`config.mk`:
```
export PLATFORM = sky130hd
export DESIGN_NAME = wall_follow_speed_controller_core_flat
export DESIGN_NICKNAME = d
export VERILOG_FILES = /design/src/wfsc_pkg.sv /design/src/wfsc_in_if.sv /design/src/wfsc_out_if.sv /design/src/wfsc_corr_unit.sv /design/src/wall_follow_speed_controller_core.sv /design/src/flat_wrapper.sv
export SDC_FILE = /design/constraint.sdc
export NUM_CORES = 1
export LEC_CHECK = 0
export ABC_AREA = 1
export BUFFER_PORTS_ARGS = -buffer_cell sky130_fd_sc_hd__buf_2
export CAP_MARGIN = 25
export CELL_PAD_IN_SITES_DETAIL_PLACEMENT = 1
export CELL_PAD_IN_SITES_GLOBAL_PLACEMENT = 2
export CORE_ASPECT_RATIO = 0.7
export CORE_MARGIN = 10
export CORE_UTILIZATION = 41
export CTS_BUF_LIST = sky130_fd_sc_hd__clkbuf_4 sky130_fd_sc_hd__clkbuf_8 sky130_fd_sc_hd__clkbuf_16
export CTS_CLUSTER_SIZE = 20
export DETAILED_ROUTE_END_ITERATION = 8
export PLACE_DENSITY_LB_ADDON = 0.1
export SKIP_LAST_GASP = 1
export SLEW_MARGIN = 25
export SYNTH_ARGS = -nofsm -noshare
export SYNTH_HDL_FRONTEND = slang
export SYNTH_SLANG_ARGS = --single-unit
```
`constraint.sdc`:
```
create_clock -name clk_i -period 15.5 [get_ports clk_i]
set_clock_uncertainty 0.15 [all_clocks]
set_input_delay 3.1 -clock clk_i [delete_from_list [all_inputs] [get_ports clk_i]]
set_output_delay 3.1 -clock clk_i [all_outputs]
set_load 0.03 [all_outputs]
```
`src/wfsc_pkg.sv`:
```
// Package for the wall-follow speed controller.
// Field widths, register indexes, item codes and fixed constants of the datapath.
// No dependencies.
package wfsc_pkg;

  localparam int SpeedW   = 20;
  localparam int AccelW   = 20;
  localparam int KpW      = 16;
  localparam int SampleW  = 12;
  localparam int DevW     = 13;
  localparam int ErrMagW  = 14;
  localparam int FlagsW   = 4;
  localparam int SlotW    = 2;
  localparam int CfgDataW = 48;
  localparam int CfgIdxW  = 3;

  localparam int ProdW       = SpeedW + KpW + ErrMagW;
  localparam int RoundShift  = 11;
  localparam int QuotW       = ProdW - RoundShift;
  localparam int RemW        = 7;
  localparam int SumW        = QuotW + 2;
  localparam int MulSteps    = KpW;
  localparam int DivSteps    = QuotW;
  localparam int StepCntW    = 6;

  localparam logic [ProdW-1:0]  RoundBias = ProdW'(128000);
  localparam logic [RemW:0]     DivConst  = 8'd125;
  localparam logic [SpeedW-1:0] SpeedMax  = '1;

  typedef enum logic [CfgIdxW-1:0] {
    CfgAccel      = 3'd0,
    CfgMaxSpeed   = 3'd1,
    CfgMinSpeed   = 3'd2,
    CfgGainKp     = 3'd3,
    CfgWallEnable = 3'd4,
    CfgWallThr    = 3'd5,
    CfgCtrlThr    = 3'd6,
    CfgRefLevels  = 3'd7
  } cfg_idx_e;

  typedef enum logic {
    OpSample = 1'b0,
    OpTick   = 1'b1
  } opcode_e;

  localparam logic [SlotW-1:0] SlotRight = 2'd0;
  localparam logic [SlotW-1:0] SlotLeft  = 2'd3;

  typedef struct packed {
    logic                 start;
    logic [SpeedW-1:0]    speed;
    logic [KpW-1:0]       gain;
    logic [ErrMagW-1:0]   err_mag;
  } corr_req_t;

endpackage

```
`src/wfsc_in_if.sv`:
```
// Input channel of the wall-follow speed controller: valid, ready and one item.
// Depends on wfsc_pkg for field widths.
interface wfsc_in_if;
  logic                          valid;
  logic                          ready;
  logic                          opcode;
  logic [wfsc_pkg::SampleW-1:0]  sample_value;

  modport source (output valid, output opcode, output sample_value, input ready);
  modport sink   (input valid, input opcode, input sample_value, output ready);
endinterface

```
`src/wfsc_out_if.sv`:
```
// Result channel of the wall-follow speed controller: valid, ready and one item.
// Depends on wfsc_pkg for field widths.
interface wfsc_out_if;
  logic                         valid;
  logic                         ready;
  logic [wfsc_pkg::SpeedW-1:0]  right_speed;
  logic [wfsc_pkg::SpeedW-1:0]  left_speed;
  logic [wfsc_pkg::FlagsW-1:0]  wall_flags;
  logic [wfsc_pkg::SlotW-1:0]   next_sensor;
  logic                         speed_updated;

  modport source (output valid, output right_speed, output left_speed, output wall_flags,
                  output next_sensor, output speed_updated, input ready);
  modport sink   (input valid, input right_speed, input left_speed, input wall_flags,
                  input next_sensor, input speed_updated, output ready);
endinterface

```
`src/wfsc_corr_unit.sv`:
```
// Bit-serial steering correction: round(speed * gain * err / 256000) in magnitude.
// Two shift-add multiply passes, a rounding add, then a restoring divide by 125.
// Depends on wfsc_pkg.
module wfsc_corr_unit (
  input  logic                          clk_i,
  input  logic                          rst_ni,
  input  wfsc_pkg::corr_req_t           req_i,
  output logic                          done_o,
  output logic [wfsc_pkg::QuotW-1:0]    quot_o
);

  typedef enum logic [2:0] {
    UIdle,
    UMulA,
    UMulB,
    URound,
    UDiv
  } ustate_e;

  ustate_e                          state_q;
  logic [wfsc_pkg::ProdW-1:0]       mcand_q;
  logic [wfsc_pkg::KpW-1:0]         mplier_q;
  logic [wfsc_pkg::ProdW-1:0]       acc_q;
  logic [wfsc_pkg::QuotW-1:0]       quo_q;
  logic [wfsc_pkg::RemW-1:0]        rem_q;
  logic [wfsc_pkg::StepCntW-1:0]    cnt_q;
  logic                             done_q;

  logic [wfsc_pkg::ProdW-1:0]       acc_sum;
  logic [wfsc_pkg::ProdW-1:0]       rnd;
  logic [wfsc_pkg::RemW:0]          trial;
  logic                             trial_ge;
  logic [wfsc_pkg::RemW:0]          trial_sub;
  logic                             mul_last;
  logic                             div_last;

  assign acc_sum   = acc_q + (mplier_q[0] ? mcand_q : '0);
  assign rnd       = acc_q + wfsc_pkg::RoundBias;
  assign trial     = {rem_q, quo_q[wfsc_pkg::QuotW-1]};
  assign trial_ge  = (trial >= wfsc_pkg::DivConst);
  assign trial_sub = trial - wfsc_pkg::DivConst;
  assign mul_last  = (cnt_q == wfsc_pkg::StepCntW'(wfsc_pkg::MulSteps - 1));
  assign div_last  = (cnt_q == wfsc_pkg::StepCntW'(wfsc_pkg::DivSteps - 1));

  always_ff @(posedge clk_i or negedge rst_ni) begin
    if (!rst_ni) begin
      state_q  <= UIdle;
      mcand_q  <= '0;
      mplier_q <= '0;
      acc_q    <= '0;
      quo_q    <= '0;
      rem_q    <= '0;
      cnt_q    <= '0;
      done_q   <= 1'b0;
    end else begin
      done_q <= 1'b0;
      unique case (state_q)
        UIdle: begin
          if (req_i.start) begin
            mcand_q  <= wfsc_pkg::ProdW'(req_i.speed);
            mplier_q <= req_i.gain;
            acc_q    <= '0;
            cnt_q    <= '0;
            state_q  <= UMulA;
          end
        end
        UMulA: begin
          if (mul_last) begin
            mcand_q  <= acc_sum;
            mplier_q <= wfsc_pkg::KpW'(req_i.err_mag);
            acc_q    <= '0;
            cnt_q    <= '0;
            state_q  <= UMulB;
          end else begin
            acc_q    <= acc_sum;
            mcand_q  <= {mcand_q[wfsc_pkg::ProdW-2:0], 1'b0};
            mplier_q <= {1'b0, mplier_q[wfsc_pkg::KpW-1:1]};
            cnt_q    <= cnt_q + 1'b1;
          end
        end
        UMulB: begin
          acc_q    <= acc_sum;
          mcand_q  <= {mcand_q[wfsc_pkg::ProdW-2:0], 1'b0};
          mplier_q <= {1'b0, mplier_q[wfsc_pkg::KpW-1:1]};
          cnt_q    <= cnt_q + 1'b1;
          if (mul_last) begin
            state_q <= URound;
          end
        end
        URound: begin
          quo_q   <= rnd[wfsc_pkg::ProdW-1:wfsc_pkg::RoundShift];
          rem_q   <= '0;
          cnt_q   <= '0;
          state_q <= UDiv;
        end
        UDiv: begin
          rem_q <= trial_ge ? trial_sub[wfsc_pkg::RemW-1:0] : trial[wfsc_pkg::RemW-1:0];
          quo_q <= {quo_q[wfsc_pkg::QuotW-2:0], trial_ge};
          cnt_q <= cnt_q + 1'b1;
          if (div_last) begin
            done_q  <= 1'b1;
            state_q <= UIdle;
          end
        end
        default: state_q <= UIdle;
      endcase
    end
  end

  assign done_o = done_q;
  assign quot_o = quo_q;

  a_start_when_idle: assert property (@(posedge clk_i) disable iff (!rst_ni)
    req_i.start |-> state_q == UIdle)
    else $error("correction start while busy");

  a_done_pulse: assert property (@(posedge clk_i) disable iff (!rst_ni)
    done_q |=> !done_q)
    else $error("correction done held longer than one cycle");

  a_done_from_div: assert property (@(posedge clk_i) disable iff (!rst_ni)
    $rose(done_q) |-> $past(state_q) == UDiv)
    else $error("correction done outside the divide pass");

endmodule

```
`src/wall_follow_speed_controller_core.sv`:
```
// Wall-follow speed controller: sensor rotation, base speed ramp and P steering.
// Depends on wfsc_pkg, wfsc_in_if, wfsc_out_if and wfsc_corr_unit.
//
//   channel   dir  handshake          payload
//   in_i      in   valid/ready        opcode, sample_value
//   out_o     out  valid/ready        right_speed, left_speed, wall_flags, next_sensor,
//                                     speed_updated
//   cfg       in   cfg_we_i (no wait) cfg_idx_i, cfg_data_i
//
// One item at a time. A sensor sample goes through SExec and SEmit to the result register;
// a control tick goes through SExec, SCorr (wall control only; it waits for the bit-serial
// correction unit: two 16-step shift-add passes, a 39-step divide by 125), SWheel and SEmit.
// A new item is accepted while the previous result still waits in the result register.
// Reset clears all state and registers; no clearing pass.
module wall_follow_speed_controller_core #(
  parameter int FLOOR_SPEED = 7680
) (
  input  logic                              clk_i,
  input  logic                              rst_ni,
  wfsc_in_if.sink                           in_i,
  wfsc_out_if.source                        out_o,
  input  logic                              cfg_we_i,
  input  logic [wfsc_pkg::CfgIdxW-1:0]      cfg_idx_i,
  input  logic [wfsc_pkg::CfgDataW-1:0]     cfg_data_i
);

  typedef enum logic [2:0] {
    SIdle,
    SExec,
    SCorr,
    SWheel,
    SEmit
  } state_e;

  localparam logic signed [wfsc_pkg::SumW-1:0] FloorS =
    wfsc_pkg::SumW'(FLOOR_SPEED);
  localparam logic signed [wfsc_pkg::SumW-1:0] MaxS =
    wfsc_pkg::SumW'(wfsc_pkg::SpeedMax);

  // configuration
  logic [wfsc_pkg::AccelW-1:0]               accel_q;
  logic [wfsc_pkg::SpeedW-1:0]               max_q;
  logic [wfsc_pkg::SpeedW-1:0]               min_q;
  logic [wfsc_pkg::KpW-1:0]                  kp_q;
  logic                                      en_q;
  logic [3:0][wfsc_pkg::SampleW-1:0]         wth_q;
  logic [1:0][wfsc_pkg::SampleW-1:0]         cth_q;
  logic [1:0][wfsc_pkg::SampleW-1:0]         ref_q;

  // block state
  state_e                                    state_q;
  logic                                      op_q;
  logic [wfsc_pkg::SampleW-1:0]              sample_q;
  logic [wfsc_pkg::SpeedW-1:0]               base_q;
  logic [wfsc_pkg::SlotW-1:0]                slot_q;
  logic [wfsc_pkg::FlagsW-1:0]               wall_q;
  logic signed [1:0][wfsc_pkg::DevW-1:0]     dev_q;
  logic [1:0]                                inctl_q;
  logic [1:0][wfsc_pkg::SpeedW-1:0]          wheel_q;
  logic                                      use_corr_q;
  logic                                      neg_q;

  // result register
  logic                                      out_valid_q;
  logic [wfsc_pkg::SpeedW-1:0]               out_rs_q;
  logic [wfsc_pkg::SpeedW-1:0]               out_ls_q;
  logic [wfsc_pkg::FlagsW-1:0]               out_flags_q;
  logic [wfsc_pkg::SlotW-1:0]                out_next_q;
  logic                                      out_upd_q;

  logic                                      in_take;
  logic                                      emit_load;
  logic                                      side_sel;
  logic                                      is_side;
  logic                                      wall_hit;
  logic                                      ctl_hit;
  logic signed [wfsc_pkg::DevW-1:0]          dev_new;
  logic signed [wfsc_pkg::SpeedW+1:0]        speed_sum;
  logic signed [wfsc_pkg::SpeedW+1:0]        speed_hi;
  logic [wfsc_pkg::SpeedW-1:0]               speed_clamp;
  logic signed [wfsc_pkg::ErrMagW-1:0]       err_diff;
  logic signed [wfsc_pkg::ErrMagW:0]         err_full;
  logic signed [wfsc_pkg::ErrMagW:0]         err_abs;
  wfsc_pkg::corr_req_t                       corr_req;
  logic                                      corr_done;
  logic [wfsc_pkg::QuotW-1:0]                corr_quot;
  logic signed [wfsc_pkg::SumW-1:0]          corr_val;
  logic signed [wfsc_pkg::SumW-1:0]          base_ext;
  logic signed [wfsc_pkg::SumW-1:0]          right_sum;
  logic signed [wfsc_pkg::SumW-1:0]          left_sum;

  function automatic logic [wfsc_pkg::SpeedW-1:0] finish_wheel(
    input logic signed [wfsc_pkg::SumW-1:0] v
  );
    logic signed [wfsc_pkg::SumW-1:0] t;
    t = v;
    if (t < FloorS) t = FloorS;
    if (t > MaxS) t = MaxS;
    return t[wfsc_pkg::SpeedW-1:0];
  endfunction

  assign in_i.ready = (state_q == SIdle);
  assign in_take    = in_i.valid && in_i.ready;
  assign emit_load  = (state_q == SEmit) && (!out_valid_q || out_o.ready);

  // sensor sample
  assign is_side  = (slot_q == wfsc_pkg::SlotRight) || (slot_q == wfsc_pkg::SlotLeft);
  assign side_sel = (slot_q == wfsc_pkg::SlotLeft);
  assign wall_hit = (sample_q > wth_q[slot_q]);
  assign ctl_hit  = (sample_q > cth_q[side_sel]);
  assign dev_new  = $signed({1'b0, sample_q}) - $signed({1'b0, ref_q[side_sel]});

  // control tick: ramp and clamp
  assign speed_sum = $signed({2'b00, base_q})
                   + $signed({{2{accel_q[wfsc_pkg::AccelW-1]}}, accel_q});
  assign speed_hi  = (speed_sum > $signed({2'b00, max_q})) ? $signed({2'b00, max_q})
                                                           : speed_sum;
  assign speed_clamp = (speed_hi < $signed({2'b00, min_q})) ? min_q
                                                            : speed_hi[wfsc_pkg::SpeedW-1:0];

  assign err_diff = $signed({dev_q[0][wfsc_pkg::DevW-1], dev_q[0]})
                  - $signed({dev_q[1][wfsc_pkg::DevW-1], dev_q[1]});
  assign err_full = (inctl_q[0] && inctl_q[1]) ? $signed({err_diff[wfsc_pkg::ErrMagW-1],
                                                          err_diff})
                                               : $signed({err_diff, 1'b0});
  assign err_abs  = err_full[wfsc_pkg::ErrMagW] ? -err_full : err_full;

  assign corr_req.start   = (state_q == SExec) && (op_q == wfsc_pkg::OpTick) && en_q;
  assign corr_req.speed   = speed_clamp;
  assign corr_req.gain    = kp_q;
  assign corr_req.err_mag = err_abs[wfsc_pkg::ErrMagW-1:0];

  wfsc_corr_unit u_corr (
    .clk_i  (clk_i),
    .rst_ni (rst_ni),
    .req_i  (corr_req),
    .done_o (corr_done),
    .quot_o (corr_quot)
  );

  // wheel commands
  assign base_ext  = $signed({{(wfsc_pkg::SumW - wfsc_pkg::SpeedW){1'b0}}, base_q});
  assign corr_val  = !use_corr_q ? '0
                   : neg_q       ? -$signed({2'b00, corr_quot})
                                 :  $signed({2'b00, corr_quot});
  assign right_sum = base_ext + corr_val;
  assign left_sum  = base_ext - corr_val;

  always_ff @(posedge clk_i or negedge rst_ni) begin
    if (!rst_ni) begin
      accel_q <= '0;
      max_q   <= '0;
      min_q   <= '0;
      kp_q    <= '0;
      en_q    <= 1'b0;
      wth_q   <= '0;
      cth_q   <= '0;
      ref_q   <= '0;
    end else if (cfg_we_i) begin
      unique case (wfsc_pkg::cfg_idx_e'(cfg_idx_i))
        wfsc_pkg::CfgAccel:      accel_q <= cfg_data_i[wfsc_pkg::AccelW-1:0];
        wfsc_pkg::CfgMaxSpeed:   max_q   <= cfg_data_i[wfsc_pkg::SpeedW-1:0];
        wfsc_pkg::CfgMinSpeed:   min_q   <= cfg_data_i[wfsc_pkg::SpeedW-1:0];
        wfsc_pkg::CfgGainKp:     kp_q    <= cfg_data_i[wfsc_pkg::KpW-1:0];
        wfsc_pkg::CfgWallEnable: en_q    <= cfg_data_i[0];
        wfsc_pkg::CfgWallThr:    wth_q   <= cfg_data_i[4*wfsc_pkg::SampleW-1:0];
        wfsc_pkg::CfgCtrlThr:    cth_q   <= cfg_data_i[2*wfsc_pkg::SampleW-1:0];
        wfsc_pkg::CfgRefLevels:  ref_q   <= cfg_data_i[2*wfsc_pkg::SampleW-1:0];
        default: ;
      endcase
    end
  end

  always_ff @(posedge clk_i or negedge rst_ni) begin
    if (!rst_ni) begin
      state_q     <= SIdle;
      op_q        <= wfsc_pkg::OpSample;
      sample_q    <= '0;
      base_q      <= '0;
      slot_q      <= '0;
      wall_q      <= '0;
      dev_q       <= '0;
      inctl_q     <= '0;
      wheel_q     <= '0;
      use_corr_q  <= 1'b0;
      neg_q       <= 1'b0;
      out_valid_q <= 1'b0;
      out_rs_q    <= '0;
      out_ls_q    <= '0;
      out_flags_q <= '0;
      out_next_q  <= '0;
      out_upd_q   <= 1'b0;
    end else begin
      if (emit_load) begin
        out_valid_q <= 1'b1;
      end else if (out_valid_q && out_o.ready) begin
        out_valid_q <= 1'b0;
      end
      unique case (state_q)
        SIdle: begin
          if (in_take) begin
            op_q     <= in_i.opcode;
            sample_q <= in_i.sample_value;
            state_q  <= SExec;
          end
        end
        SExec: begin
          if (op_q == wfsc_pkg::OpTick) begin
            base_q     <= speed_clamp;
            use_corr_q <= en_q;
            neg_q      <= err_full[wfsc_pkg::ErrMagW];
            state_q    <= en_q ? SCorr : SWheel;
          end else begin
            wall_q[slot_q] <= wall_hit;
            if (is_side) begin
              dev_q[side_sel]   <= ctl_hit ? dev_new : '0;
              inctl_q[side_sel] <= ctl_hit;
            end
            slot_q  <= slot_q + 1'b1;
            state_q <= SEmit;
          end
        end
        SCorr: begin
          if (corr_done) begin
            state_q <= SWheel;
          end
        end
        SWheel: begin
          wheel_q[0] <= finish_wheel(right_sum);
          wheel_q[1] <= finish_wheel(left_sum);
          state_q    <= SEmit;
        end
        SEmit: begin
          if (emit_load) begin
            out_rs_q    <= wheel_q[0];
            out_ls_q    <= wheel_q[1];
            out_flags_q <= wall_q;
            out_next_q  <= slot_q;
            out_upd_q   <= op_q;
            state_q     <= SIdle;
          end
        end
        default: state_q <= SIdle;
      endcase
    end
  end

  assign out_o.valid         = out_valid_q;
  assign out_o.right_speed   = out_rs_q;
  assign out_o.left_speed    = out_ls_q;
  assign out_o.wall_flags    = out_flags_q;
  assign out_o.next_sensor   = out_next_q;
  assign out_o.speed_updated = out_upd_q;

  a_slot_advance: assert property (@(posedge clk_i) disable iff (!rst_ni)
    (state_q == SExec && op_q == wfsc_pkg::OpSample) |=> slot_q == $past(slot_q) + 2'd1)
    else $error("sensor slot did not advance on a sample");

  a_done_in_corr: assert property (@(posedge clk_i) disable iff (!rst_ni)
    corr_done |-> state_q == SCorr)
    else $error("correction finished outside the wait state");

  a_emit_holds: assert property (@(posedge clk_i) disable iff (!rst_ni)
    (state_q == SEmit && out_valid_q && !out_o.ready) |=> state_q == SEmit)
    else $error("pending result overwritten");

  a_wheel_floor: assert property (@(posedge clk_i) disable iff (!rst_ni)
    out_valid_q |-> (out_rs_q == '0 || 32'(out_rs_q) >= FLOOR_SPEED))
    else $error("right wheel command below floor");

endmodule

```
`src/flat_wrapper.sv`:
```
// flat-port wrapper written by rule: the top's interface ports become plain ports
module wall_follow_speed_controller_core_flat 
#(
  parameter int FLOOR_SPEED = 7680
)
  (clk_i, rst_ni, cfg_we_i, cfg_idx_i, cfg_data_i, in_i_valid, in_i_opcode, in_i_sample_value, in_i_ready, out_o_valid, out_o_right_speed, out_o_left_speed, out_o_wall_flags, out_o_next_sensor, out_o_speed_updated, out_o_ready);
  wfsc_in_if in_i_i ();
  wfsc_out_if out_o_i ();
  input  logic clk_i;
  input  logic rst_ni;
  input  logic cfg_we_i;
  input  logic [wfsc_pkg::CfgIdxW-1:0] cfg_idx_i;
  input  logic [wfsc_pkg::CfgDataW-1:0] cfg_data_i;
  input wire logic [$bits(in_i_i.valid)-1:0] in_i_valid;
  input wire logic [$bits(in_i_i.opcode)-1:0] in_i_opcode;
  input wire logic [$bits(in_i_i.sample_value)-1:0] in_i_sample_value;
  output wire logic [$bits(in_i_i.ready)-1:0] in_i_ready;
  output wire logic [$bits(out_o_i.valid)-1:0] out_o_valid;
  output wire logic [$bits(out_o_i.right_speed)-1:0] out_o_right_speed;
  output wire logic [$bits(out_o_i.left_speed)-1:0] out_o_left_speed;
  output wire logic [$bits(out_o_i.wall_flags)-1:0] out_o_wall_flags;
  output wire logic [$bits(out_o_i.next_sensor)-1:0] out_o_next_sensor;
  output wire logic [$bits(out_o_i.speed_updated)-1:0] out_o_speed_updated;
  input wire logic [$bits(out_o_i.ready)-1:0] out_o_ready;
  assign in_i_i.valid = in_i_valid;
  assign in_i_i.opcode = in_i_opcode;
  assign in_i_i.sample_value = in_i_sample_value;
  assign in_i_ready = in_i_i.ready;
  assign out_o_valid = out_o_i.valid;
  assign out_o_right_speed = out_o_i.right_speed;
  assign out_o_left_speed = out_o_i.left_speed;
  assign out_o_wall_flags = out_o_i.wall_flags;
  assign out_o_next_sensor = out_o_i.next_sensor;
  assign out_o_speed_updated = out_o_i.speed_updated;
  assign out_o_i.ready = out_o_ready;
  wall_follow_speed_controller_core #(.FLOOR_SPEED(FLOOR_SPEED)) u_core (.clk_i(clk_i), .rst_ni(rst_ni), .in_i(in_i_i), .out_o(out_o_i), .cfg_we_i(cfg_we_i), .cfg_idx_i(cfg_idx_i), .cfg_data_i(cfg_data_i));
endmodule
```
### Yosys cells after proc, flatten, opt, wreduce, memory -nomap -nowiden

Index checks and enable logic that the tools add are counted.

* $add $sub $neg: 12
* order comparisons: 13
* equality and inequality tests: 25
* multiplexer cells: 59
* bitwise gates (word level): 1
* reductions and logical operators: 37

Operator list (count)
* one-hot mux 50 bit (3 select lines): 2
* two-way mux 50 bit: 5
* two-way mux 41 bit: 6
* > comparator 41 x 21 -> 1 bit, second input constant: 2
* < comparator 41 x 14 -> 1 bit, second input constant: 2
* one-hot mux 39 bit (2 select lines): 1
* two-way mux 12 bit: 5
* two-way mux 20 bit: 3
* adder 50 x 17 -> 50 bit, second input constant: 1
* adder 50 bit: 1
* one-hot mux 16 bit (3 select lines): 1
* adder 21 x 41 -> 41 bit: 1
* negator 39 -> 41 bit: 1
* subtractor 21 x 41 -> 41 bit: 1
* one-hot mux 3 bit (5 select lines): 2
* two-way mux 14 bit: 2
* AND reduction 2 bit: 14
* bitwise mux 26 bit: 1
* two-way mux 13 bit: 2
* binary-select mux 12 bit (select 2 bit): 1
* > comparator 12 bit: 2
* two-way mux 3 bit: 8
* one-hot mux 6 bit (4 select lines): 1
* adder 21 x 20 -> 22 bit: 1
* 45 further kinds: 81

* register bits after elaboration: 505
* output and inout bits: 49
* word-level logic and storage cells: 187

### Logic depth before layout (Yosys ltp)

Gate-level depths: netlist (run 1).

* depth after elaboration: 9
* depth in mapped cells: 38

### Hierarchy

From an unflattened synthesis (run 1), not the netlist that was laid out.

* cell total of the unflattened synthesis: 5127
* area, all modules: 36562.6 um^2

Modules (own cells, without submodules)
* wall_follow_speed_controller_core: instances 1, cells each 3122, area each 23401.2 um^2, sequential area each 8333.0 um^2
* wfsc_corr_unit: instances 1, cells each 2005, area each 13161.4 um^2, sequential area each 4304.1 um^2

### Worst setup path after synthesis (run 1)

No wires, ideal clock.

* kind: register to register
* from: register u_core.base_q[1] in the netlist's numbering
* to: register u_core.base_q[0] in the netlist's numbering
* library setup time: 0.134 ns
* arrival: 4.861 ns
* required time: 15.216 ns
* path slack: 10.355 ns
* cell stages (with the launch flop): 37
* path buffers: 3
* path through: dfrtp_1 ha_1 nand2_1 nor2_1 nand2_1 nand3_1 a21oi_1 o21bai_1 a21oi_1 inv_1 nand2_1 nand3_1 xor2_1 ha_1 a21oi_1 o21ai_0 a31oi_1 nand2_1 a21oi_1 nand2_1 nand2_1 buf_2 buf_2 inv_1 o21ai_0 inv_1 ha_1 nand2_1 nor2_1 nand4_1 a21oi_1 a211oi_1 nand2_1 clkbuf_1 nand3_1 nand3_1 o21ai_0

* longest elaborated chain between the ends: 5

RTL lines
* from (decl): RTL line wall_follow_speed_controller_core.sv:54 `logic [wfsc_pkg::SpeedW-1:0] base_q;`
* from (signal assigned): RTL line wall_follow_speed_controller_core.sv:209 `base_q <= speed_clamp;`
* adder 21 x 20 -> 22 bit *: RTL line wall_follow_speed_controller_core.sv:115 `+ $signed({{2{accel_q[wfsc_pkg::AccelW-1]}}, accel_q});`
* > comparator 22 x 21 -> 1 bit: RTL line wall_follow_speed_controller_core.sv:116 `assign speed_hi = (speed_sum > $signed({2'b00, max_q})) ? $signed({2'b00, max_q})`
* two-way mux 22 bit *: RTL line wall_follow_speed_controller_core.sv:116
* < comparator 22 x 21 -> 1 bit: RTL line wall_follow_speed_controller_core.sv:118 `assign speed_clamp = (speed_hi < $signed({2'b00, min_q})) ? min_q`
* two-way mux 20 bit *: RTL line wall_follow_speed_controller_core.sv:118

Mark *: on every way between the ends. The rest lies on a longest branch, timed or not.
A chain may end at the register's enable or synchronous reset.

### Final worst setup path (run 1)

* from: register u_core.base_q[4] in the netlist's numbering
* to: register u_core.base_q[1] in the netlist's numbering

Same word-level chain as after synthesis.

==> results.py, run 1 <==
metrics = {
    "run_status": {
        "status": "finished clean",
    },
    "hold_path": {
        "hold_path.class": "flop to flop",
        "hold_end": "u_core.out_o.next_sensor[0]",
        "hold_depth": 2,
        "worstHoldStart": "u_core.out_o.next_sensor[0]",
    },
    "critical_path": {
        "r2r-end": "u_core.base_q[1]",
        "path_max_fanout": 38,
        "crit_buf_inv": 4,
        "crit_type": "flop to flop",
        "slowest_delay_ns": 0.67,
        "cp-start-kind": "flop",
        "crit_cells": 35,
        "timing.rr.start": "u_core.base_q[4]",
        "crit_path_frequent_cell": "nand2_1",
        "worst_path_max_delay_cell": "nand2_1",
        "r2r_cells": 35,
        "crit_arrival_ns": 7.70,
        "reg2reg_slack_ns": 8.23,
        "cp-end-kind": "flop",
        "critical_path.top_delay_family": "simple AND/OR/NAND/NOR gates",
        "cp.required_ns": 15.92,
    },
    "power_and_ir_drop": {
        "power_density_mw_per_mm2": 254,
        "vdd_drop_max_mv": 0.143,
        "p_leak_nw": 18.7,
    },
    "cts": {
        "root_buffer": "clkbuf_16",
        "cts_setup_buffers": 0,
        "cts_buffers": 55,
        "cts-htree-levels": 2,
        "clock_sinks": 505,
        "clk_pin_slew_worst_paths_ns": 0.07,
        "clk_latency_ns": 0.65,
        "post_cts_resized": 0,
        "cts_tree": "yes",
        "cts-hold-fix-buffers": 0,
        "clockBufferDepth": 3,
    },
    "timing": {
        "rsz0062_at_grt": "no",
        "period_needed_ns": 7.27,
        "fmax_ghz": 0.137,
        "worst_slack_ns": 8.23,
        "drv_slew": 0,
        "setup_tns_ns": 0,
        "tightest_slew_ns": 1.04,
        "timing.slew.headroom_pct": 30.7,
        "hold_viol": 0,
        "setup_violations": 0,
        "min_period_over_period_pct": 46.9,
    },
    "yosys": {
        "synth_cell_types": 70,
        "avgSynthCellArea_um2": 7.48,
        "yosysWarnings": 0,
        "synth_seq_area_share_pct": 36.5,
        "synth_edf_count": 0,
        "synth_top_flop_cell": "dfrtp_1",
        "synth_nets": 4916,
        "async_reset_ff_share_pct": 100,
        "syn_inst": 4629,
        "ys_seq_elements": 505,
        "syn_area_mm2": 0.0346,
    },
    "global_routing": {
        "grt_pass1_vias": 32100,
        "antenna_found_initial": 5,
        "grt_overflow": 0,
        "grt_start_max_net_pins": 153,
        "grt_pass1_wl_um": 195000,
        "grt_usage_pct": 25.1,
    },
    "die": {
        "start_util_pct": 41.2,
        "die_h_um": 263,
        "row_count": 89,
        "dieArea_mm2": 0.0967,
        "core_mm2": 0.0840,
        "num_io_pins": 118,
        "die_x_um": 367,
    },
    "placed_design": {
        "io_buffers": 117,
        "dp_slack_ns": 8.45,
        "place_congestion": 0.917,
        "dpl.hpwl_um": 95400,
    },
    "flow_run": {
        "cap_violations": 0,
    },
    "final_layout": {
        "final_nets": 4962,
        "drive_above_1_share_pct": 11.1,
        "syn_to_final_growth_pct": 10.6,
        "fillers": 10600,
    },
    "drt": {
        "vias": 31900,
        "wirelength_um": 124000,
        "vias_per_cell": 5.44,
        "drt_iter0_drc": 2680,
        "drt_drc_violations_left": 0,
        "drtPass1Iterations": 5,
        "routedWlPerCell_um": 21.1,
        "drtAntennaViolNets": 0,
    },
}
[worst min-delay path, cell delays in order (launching register included)]
cell	delay, ns
dfrtp_1	0.34
nand2_1	0.05
o21ai_0	0.06
[flip-flops by register name, summed over array words and instances (netlist names), 20 cells and up]
register                  count
u_core.u_corr.acc_q          50
u_core.u_corr.mcand_q        50
u_core.wth_q                 48
u_core.wheel_q               40
u_core.u_corr.quot_o         39
u_core.dev_q                 26
u_core.cth_q                 24
u_core.ref_q                 24
u_core.accel_q               20
u_core.base_q                20
u_core.max_q                 20
u_core.min_q                 20
u_core.out_o.left_speed      20
u_core.out_o.right_speed     20
[placed cells by master (no fill, tap or decap), types with 22 or more instances in the layout]
master and n:
o221ai_1 41, dfrtp_1 505, nor2_2 22, nand3_1 222, nand2_2 24, mux2_2 79
o21ai_0 393, ha_1 212, xnor2_1 28, a21oi_1 341, nand2_1 1020, nor2_1 390
inv_1 581, inv_2 29, a21oi_2 40, buf_2 116, clkbuf_16 56, nand4_1 47
buf_4 31, xor2_1 101, a31oi_1 22, nor3_1 81
[cell usage after synthesis, types with 6 or more instances]
cell / instances / area share (%)
nand2_1: 1022 / 11
inv_1: 582 / 6.3
dfrtp_1: 505 / 36
nor2_1: 394 / 4.3
o21ai_0: 393 / 5.7
a21oi_1: 342 / 4.9
nand3_1: 224 / 3.2
ha_1: 212 / 7.7
clkbuf_1: 126 / 1.4
xor2_1: 101 / 2.6
nor3_1: 84 / 1.2
mux2_2: 79 / 2.6
nand4_1: 47 / 0.85
o221ai_1: 41 / 1.0
a21oi_2: 40 / 1.0
inv_2: 29 / 0.31
xnor2_1: 28 / 0.71
a31oi_1: 22 / 0.40
nand2_2: 22 / 0.40
o211ai_1: 21 / 0.46
nand3b_1: 18 / 0.39
nor2_2: 18 / 0.33
o22ai_1: 18 / 0.33
buf_1: 17 / 0.18
nor4_1: 17 / 0.31
nor2_4: 16 / 0.52
o21a_1: 16 / 0.35
or2_2: 15 / 0.27
nand3_2: 14 / 0.40
o21bai_1: 13 / 0.28
a221oi_1: 12 / 0.30
a22oi_1: 12 / 0.26
a32o_1: 11 / 0.32
buf_2: 11 / 0.16
mux2i_1: 11 / 0.32
a211oi_1: 6 / 0.13
fa_1: 6 / 0.35
nand3_4: 6 / 0.30
o21ai_1: 6 / 0.087
o31ai_1: 6 / 0.13
[final cells by class]
| cell class | count | area [µm²] | area share [%] |
|---|---|---|---|
| clock buffer | 69 | 1540 | 4.01 |
| antenna | 1 | 2.50 | 0.00653 |
| multi-input combinational | 3346 | 19100 | 49.8 |
| timing repair buffer | 150 | 860 | 2.24 |
| inverter | 617 | 2320 | 6.06 |
| sequential | 505 | 12600 | 33.0 |
| tap | 1137 | 1420 | 3.71 |
| clock inverter | 31 | 463 | 1.21 |
[how the worst max path moves through the flow]
stage                      from               end  slack, ns
2_1_floorplan  u_core.base_q[1]  u_core.base_q[0]      10.36
3_3_place_gp   u_core.base_q[4]  u_core.base_q[1]       8.59
3_5_place_dp   u_core.base_q[4]  u_core.base_q[1]       8.45
4_1_cts        u_core.base_q[4]  u_core.base_q[1]       8.35
5_1_grt        u_core.base_q[4]  u_core.base_q[1]       7.60
6_report       u_core.base_q[4]  u_core.base_q[1]       8.23
[power by group]
| part | total, mW | switching, mW | internal, mW |
|---|---|---|---|
| Sequential | 2.31 | 0.511 | 1.80 |
| Clock | 1.47 | 0.614 | 0.860 |
| Combinational | 5.95 | 4.06 | 1.89 |
[layer usage]
layer	part of all wire, %	global-route usage [%]	up-vias	wire length, µm
li1	-	-	15400	-
met1	55	42.0	15700	67800
met2	38	34.0	695	47300
met3	5.7	2.60	101	7020
met4	1.2	3.78	0	1520
met5	0	0	-	0
[logic make-up (layout without fill, tap and decap cells)]
group           after synthesis  in the layout  synth area share (%)
flops                       505            505                  36.5
fa+ha+maj                   218            218                  8.01
xor+xnor                    130            130                  3.31
simple gates               1926           1926                  24.4
compound gates              982            982                  16.3
other cells                   0              1                     0
mux                          90             90                  2.89
buf+inv                     778            867                  8.60
[metrics by stage]
| step | power (mW) | hold slack [ns] | area (µm²) | utilization (%) | std cells |
|---|---|---|---|---|---|
| finish | 9.73 | 0.335 | 38300 | 45.6 | 5856 |
| global placement | 8.07 | 0.312 | 36300 | 43.2 | 5755 |
| detailed placement | 8.19 | 0.322 | 36300 | 43.2 | 5755 |
| floorplan | 6.34 | 0.298 | 34600 | - | 4629 |
| CTS | 9.73 | 0.338 | 38300 | 45.6 | 5855 |
| global route | 10.6 | 0.361 | 38300 | 45.6 | 5855 |
Power figures use the tool's default switching activity.
==> inputs of run 2 (changes only) <==
--- a/config.mk
+++ b/config.mk
@@ -12,7 +12,7 @@
 export CELL_PAD_IN_SITES_GLOBAL_PLACEMENT = 2
 export CORE_ASPECT_RATIO = 0.7
 export CORE_MARGIN = 10
-export CORE_UTILIZATION = 41
+export CORE_UTILIZATION = 34
 export CTS_BUF_LIST = sky130_fd_sc_hd__clkbuf_4 sky130_fd_sc_hd__clkbuf_8 sky130_fd_sc_hd__clkbuf_16
 export CTS_CLUSTER_SIZE = 20
 export DETAILED_ROUTE_END_ITERATION = 8
==> constraint.sdc (replaced) <==
create_clock -name clk_i -period 6 [get_ports clk_i]
set_clock_uncertainty 0.15 [all_clocks]
set_input_delay 1.2 -clock clk_i [delete_from_list [all_inputs] [get_ports clk_i]]
set_output_delay 1.2 -clock clk_i [all_outputs]
set_load 0.03 [all_outputs]
==> run 2 against run 1 <==
  * Combinational power rose to 2.7 times the previous value
  * Sequential power rose to 2.5 times the previous value
  * Cell count up 4.4%
  * Register-to-register slack worse by 7.8 ns
  * Core utilization down 6.6 points
  * Total power rose to 2.7 times the previous value
  * Count of clock-buffer cells in the layout up 8
  * Sequential share of layout area down 0.74 points
  * Non-clock buffer count up 53
  * First-iteration DRC count down 16%
  * Sequential cell count unchanged
==> results.py, run 2 (same netlist as run 1, synthesis figures left out) <==
metrics = {
    "final_layout": {
        "layout_common_cells": "nand2_1 (1,018), inv_1 (580), dfrtp_1 (504), nor2_1 (389), o21ai_0 (383)",
        "drive_above_1_share_pct": 12.8,
        "final_common_cell": "nand2_1",
        "final_cells": 6116,
        "largest_registers": "u_core.u_corr.acc_q: 50 flops, u_core.u_corr.mcand_q: 50 flops, u_core.wth_q: 48 flops",
        "syn_to_final_growth_pct": 13.2,
        "final_nets": 5017,
    },
    "timing": {
        "period_needed_ns": 5.62,
        "fin_hold_ws_ns": 0.324,
        "tightest_slew_ns": 1.04,
        "timing.slew.headroom_pct": 30.3,
        "min_period_over_period_pct": 93.7,
        "drv_slew": 0,
        "fmax_ghz": 0.178,
        "setup_violations": 0,
        "hold_viol": 0,
        "worst_slack_ns": 0.378,
    },
    "global_routing": {
        "grt_pass1_wl_um": 197000,
        "grt_overflow": 0,
        "grt_usage_pct": 21.7,
        "antenna_found_initial": 9,
        "grt_pass1_vias": 31100,
        "grt_start_max_net_pins": 119,
    },
    "critical_path": {
        "crit_type": "flop to flop",
        "crit_path_frequent_cell": "nand2_1",
        "slowest_delay_ns": 0.39,
        "path_max_fanout": 14,
        "cp-start-kind": "flop",
        "critical_path.top_delay_family": "simple AND/OR/NAND/NOR gates",
        "crit_arrival_ns": 5.98,
        "crit_buf_inv": 4,
        "cp.required_ns": 6.36,
        "worst_path_max_delay_cell": "dfrtp_1",
        "cp-end-kind": "flop",
    },
    "cts": {
        "cts-hold-fix-buffers": 0,
        "clock_sinks": 505,
        "clk_latency_ns": 0.68,
        "root_buffer": "clkbuf_16",
        "cts_buffers": 57,
        "cts-htree-levels": 2,
        "cts_tree": "yes",
        "clockBufferDepth": 3,
        "clk_pin_slew_worst_paths_ns": 0.06,
    },
    "power_and_ir_drop": {
        "power_density_mw_per_mm2": 660,
        "p_leak_nw": 19.0,
        "p_switching_mw": 13.7,
        "clkPwrFrac_pct": 14.6,
        "p_comb_share_pct": 62.6,
        "switching_share_pct": 53.0,
        "intPower_mw": 12.2,
        "vdd_drop_max_mv": 0.368,
        "seq_power_share_pct": 22.7,
    },
    "drt": {
        "routedWlPerCell_um": 21.0,
        "drt_iter0_drc": 2252,
        "vias_per_cell": 5.14,
        "drt_drc_violations_left": 0,
        "drtAntennaViolNets": 0,
        "wirelength_um": 128000,
        "drtPass1Iterations": 7,
        "vias": 31400,
    },
    "die": {
        "core_mm2": 0.100,
        "row_count": 97,
        "dieArea_mm2": 0.115,
        "die_x_um": 401,
        "start_util_pct": 34.5,
        "die_h_um": 287,
        "num_io_pins": 118,
    },
    "run_status": {
        "status": "finished clean",
    },
    "placed_design": {
        "dpl.hpwl_um": 100000,
        "dp_slack_ns": 0.175,
        "io_buffers": 117,
        "place_congestion": 0.879,
        "placed_cells": 6004,
    },
    "hold_path": {
        "hold_path.class": "flop to flop",
    },
    "flow_run": {
        "cap_violations": 0,
    },
}
run 2: changes by cell type in the layout (fill, tap and decap cells not counted), sizes merged:
cell and delta:
bufinv -3, clkinv +4, clkbuf +8, buf +53, diode +3, inv -4
run 2: final timing paths:
| check | slack (ns) | endpoint | cells past startpoint | from |
|---|---|---|---|---|
| max | 0.38 | u_core.base_q[1] | 32 | u_core.base_q[4] |
| min | 0.32 | u_core.out_o.left_speed[11] | 1 | u_core.wheel_q[31] |
| max reg2reg | 0.38 | u_core.base_q[1] | 32 | u_core.base_q[4] |
| min reg2reg | 0.32 | u_core.out_o.left_speed[11] | 1 | u_core.wheel_q[31] |
| max in group asynchronous | 4.06 | u_core.out_o.right_speed[6] | 2 | rst_ni |
| min in group asynchronous | 0.39 | u_core.dev_q[7] | 1 | rst_ni |
run 2: area by class of cell:
type	count	area, µm²
sequential	505	12600
timing repair buffer	203	1310
antenna	4	10.0
inverter	617	2320
clock inverter	28	369
multi-input combinational	3346	19200
tap	1336	1670
fill	12300	61300
clock buffer	77	1640
run 2: power groups by stage:
stage / combinational [mW] / sequential (mW) / clock [mW]
2_1_floorplan: 10.7 / 5.66 / 0
3_3_place_gp: 15.8 / 5.87 / 0
3_5_place_dp: 15.9 / 5.89 / 0
4_1_cts: 16.0 / 5.84 / 3.89
5_1_grt: 18.2 / 6.02 / 4.04
6_report: 16.2 / 5.88 / 3.79
run 2: worst reg2reg max path, delay by kind of cell (launching register included):
| kind | cells | cell delay (ns) |
|---|---|---|
| buffers and inverters | 4 | 0.45 |
| adders and majority gates | 3 | 1.01 |
| and+or+nand+nor | 17 | 1.84 |
| xor gates and xnor gates | 1 | 0.21 |
| AOI/OAI and AO/OA | 7 | 1.40 |
| DFF | 1 | 0.39 |
run 2: through the flow:
stage	instance area, µm²	setup TNS (ns)	total power, mW	utilization (%)
global placement	37000	0	21.6	36.8
CTS	39000	0	25.8	38.8
detailed placement	37000	0	21.8	36.8
finish	39200	0	25.9	39.0
global route	39200	-0.0130	28.3	39.0
floorplan	34600	0	16.4	-
run 2: repair_timing:
item,4_1_cts,5_1_grt
gates resized for setup,0,45
buffers inserted,0,3
endpoints found under the setup margin,0,80
run 2: metal layers:
layer,global-route usage [%],part of all wire (%)
met5,0,0
met4,2.81,1.1
met3,3.00,4.8
met2,28.6,37
met1,36.5,57
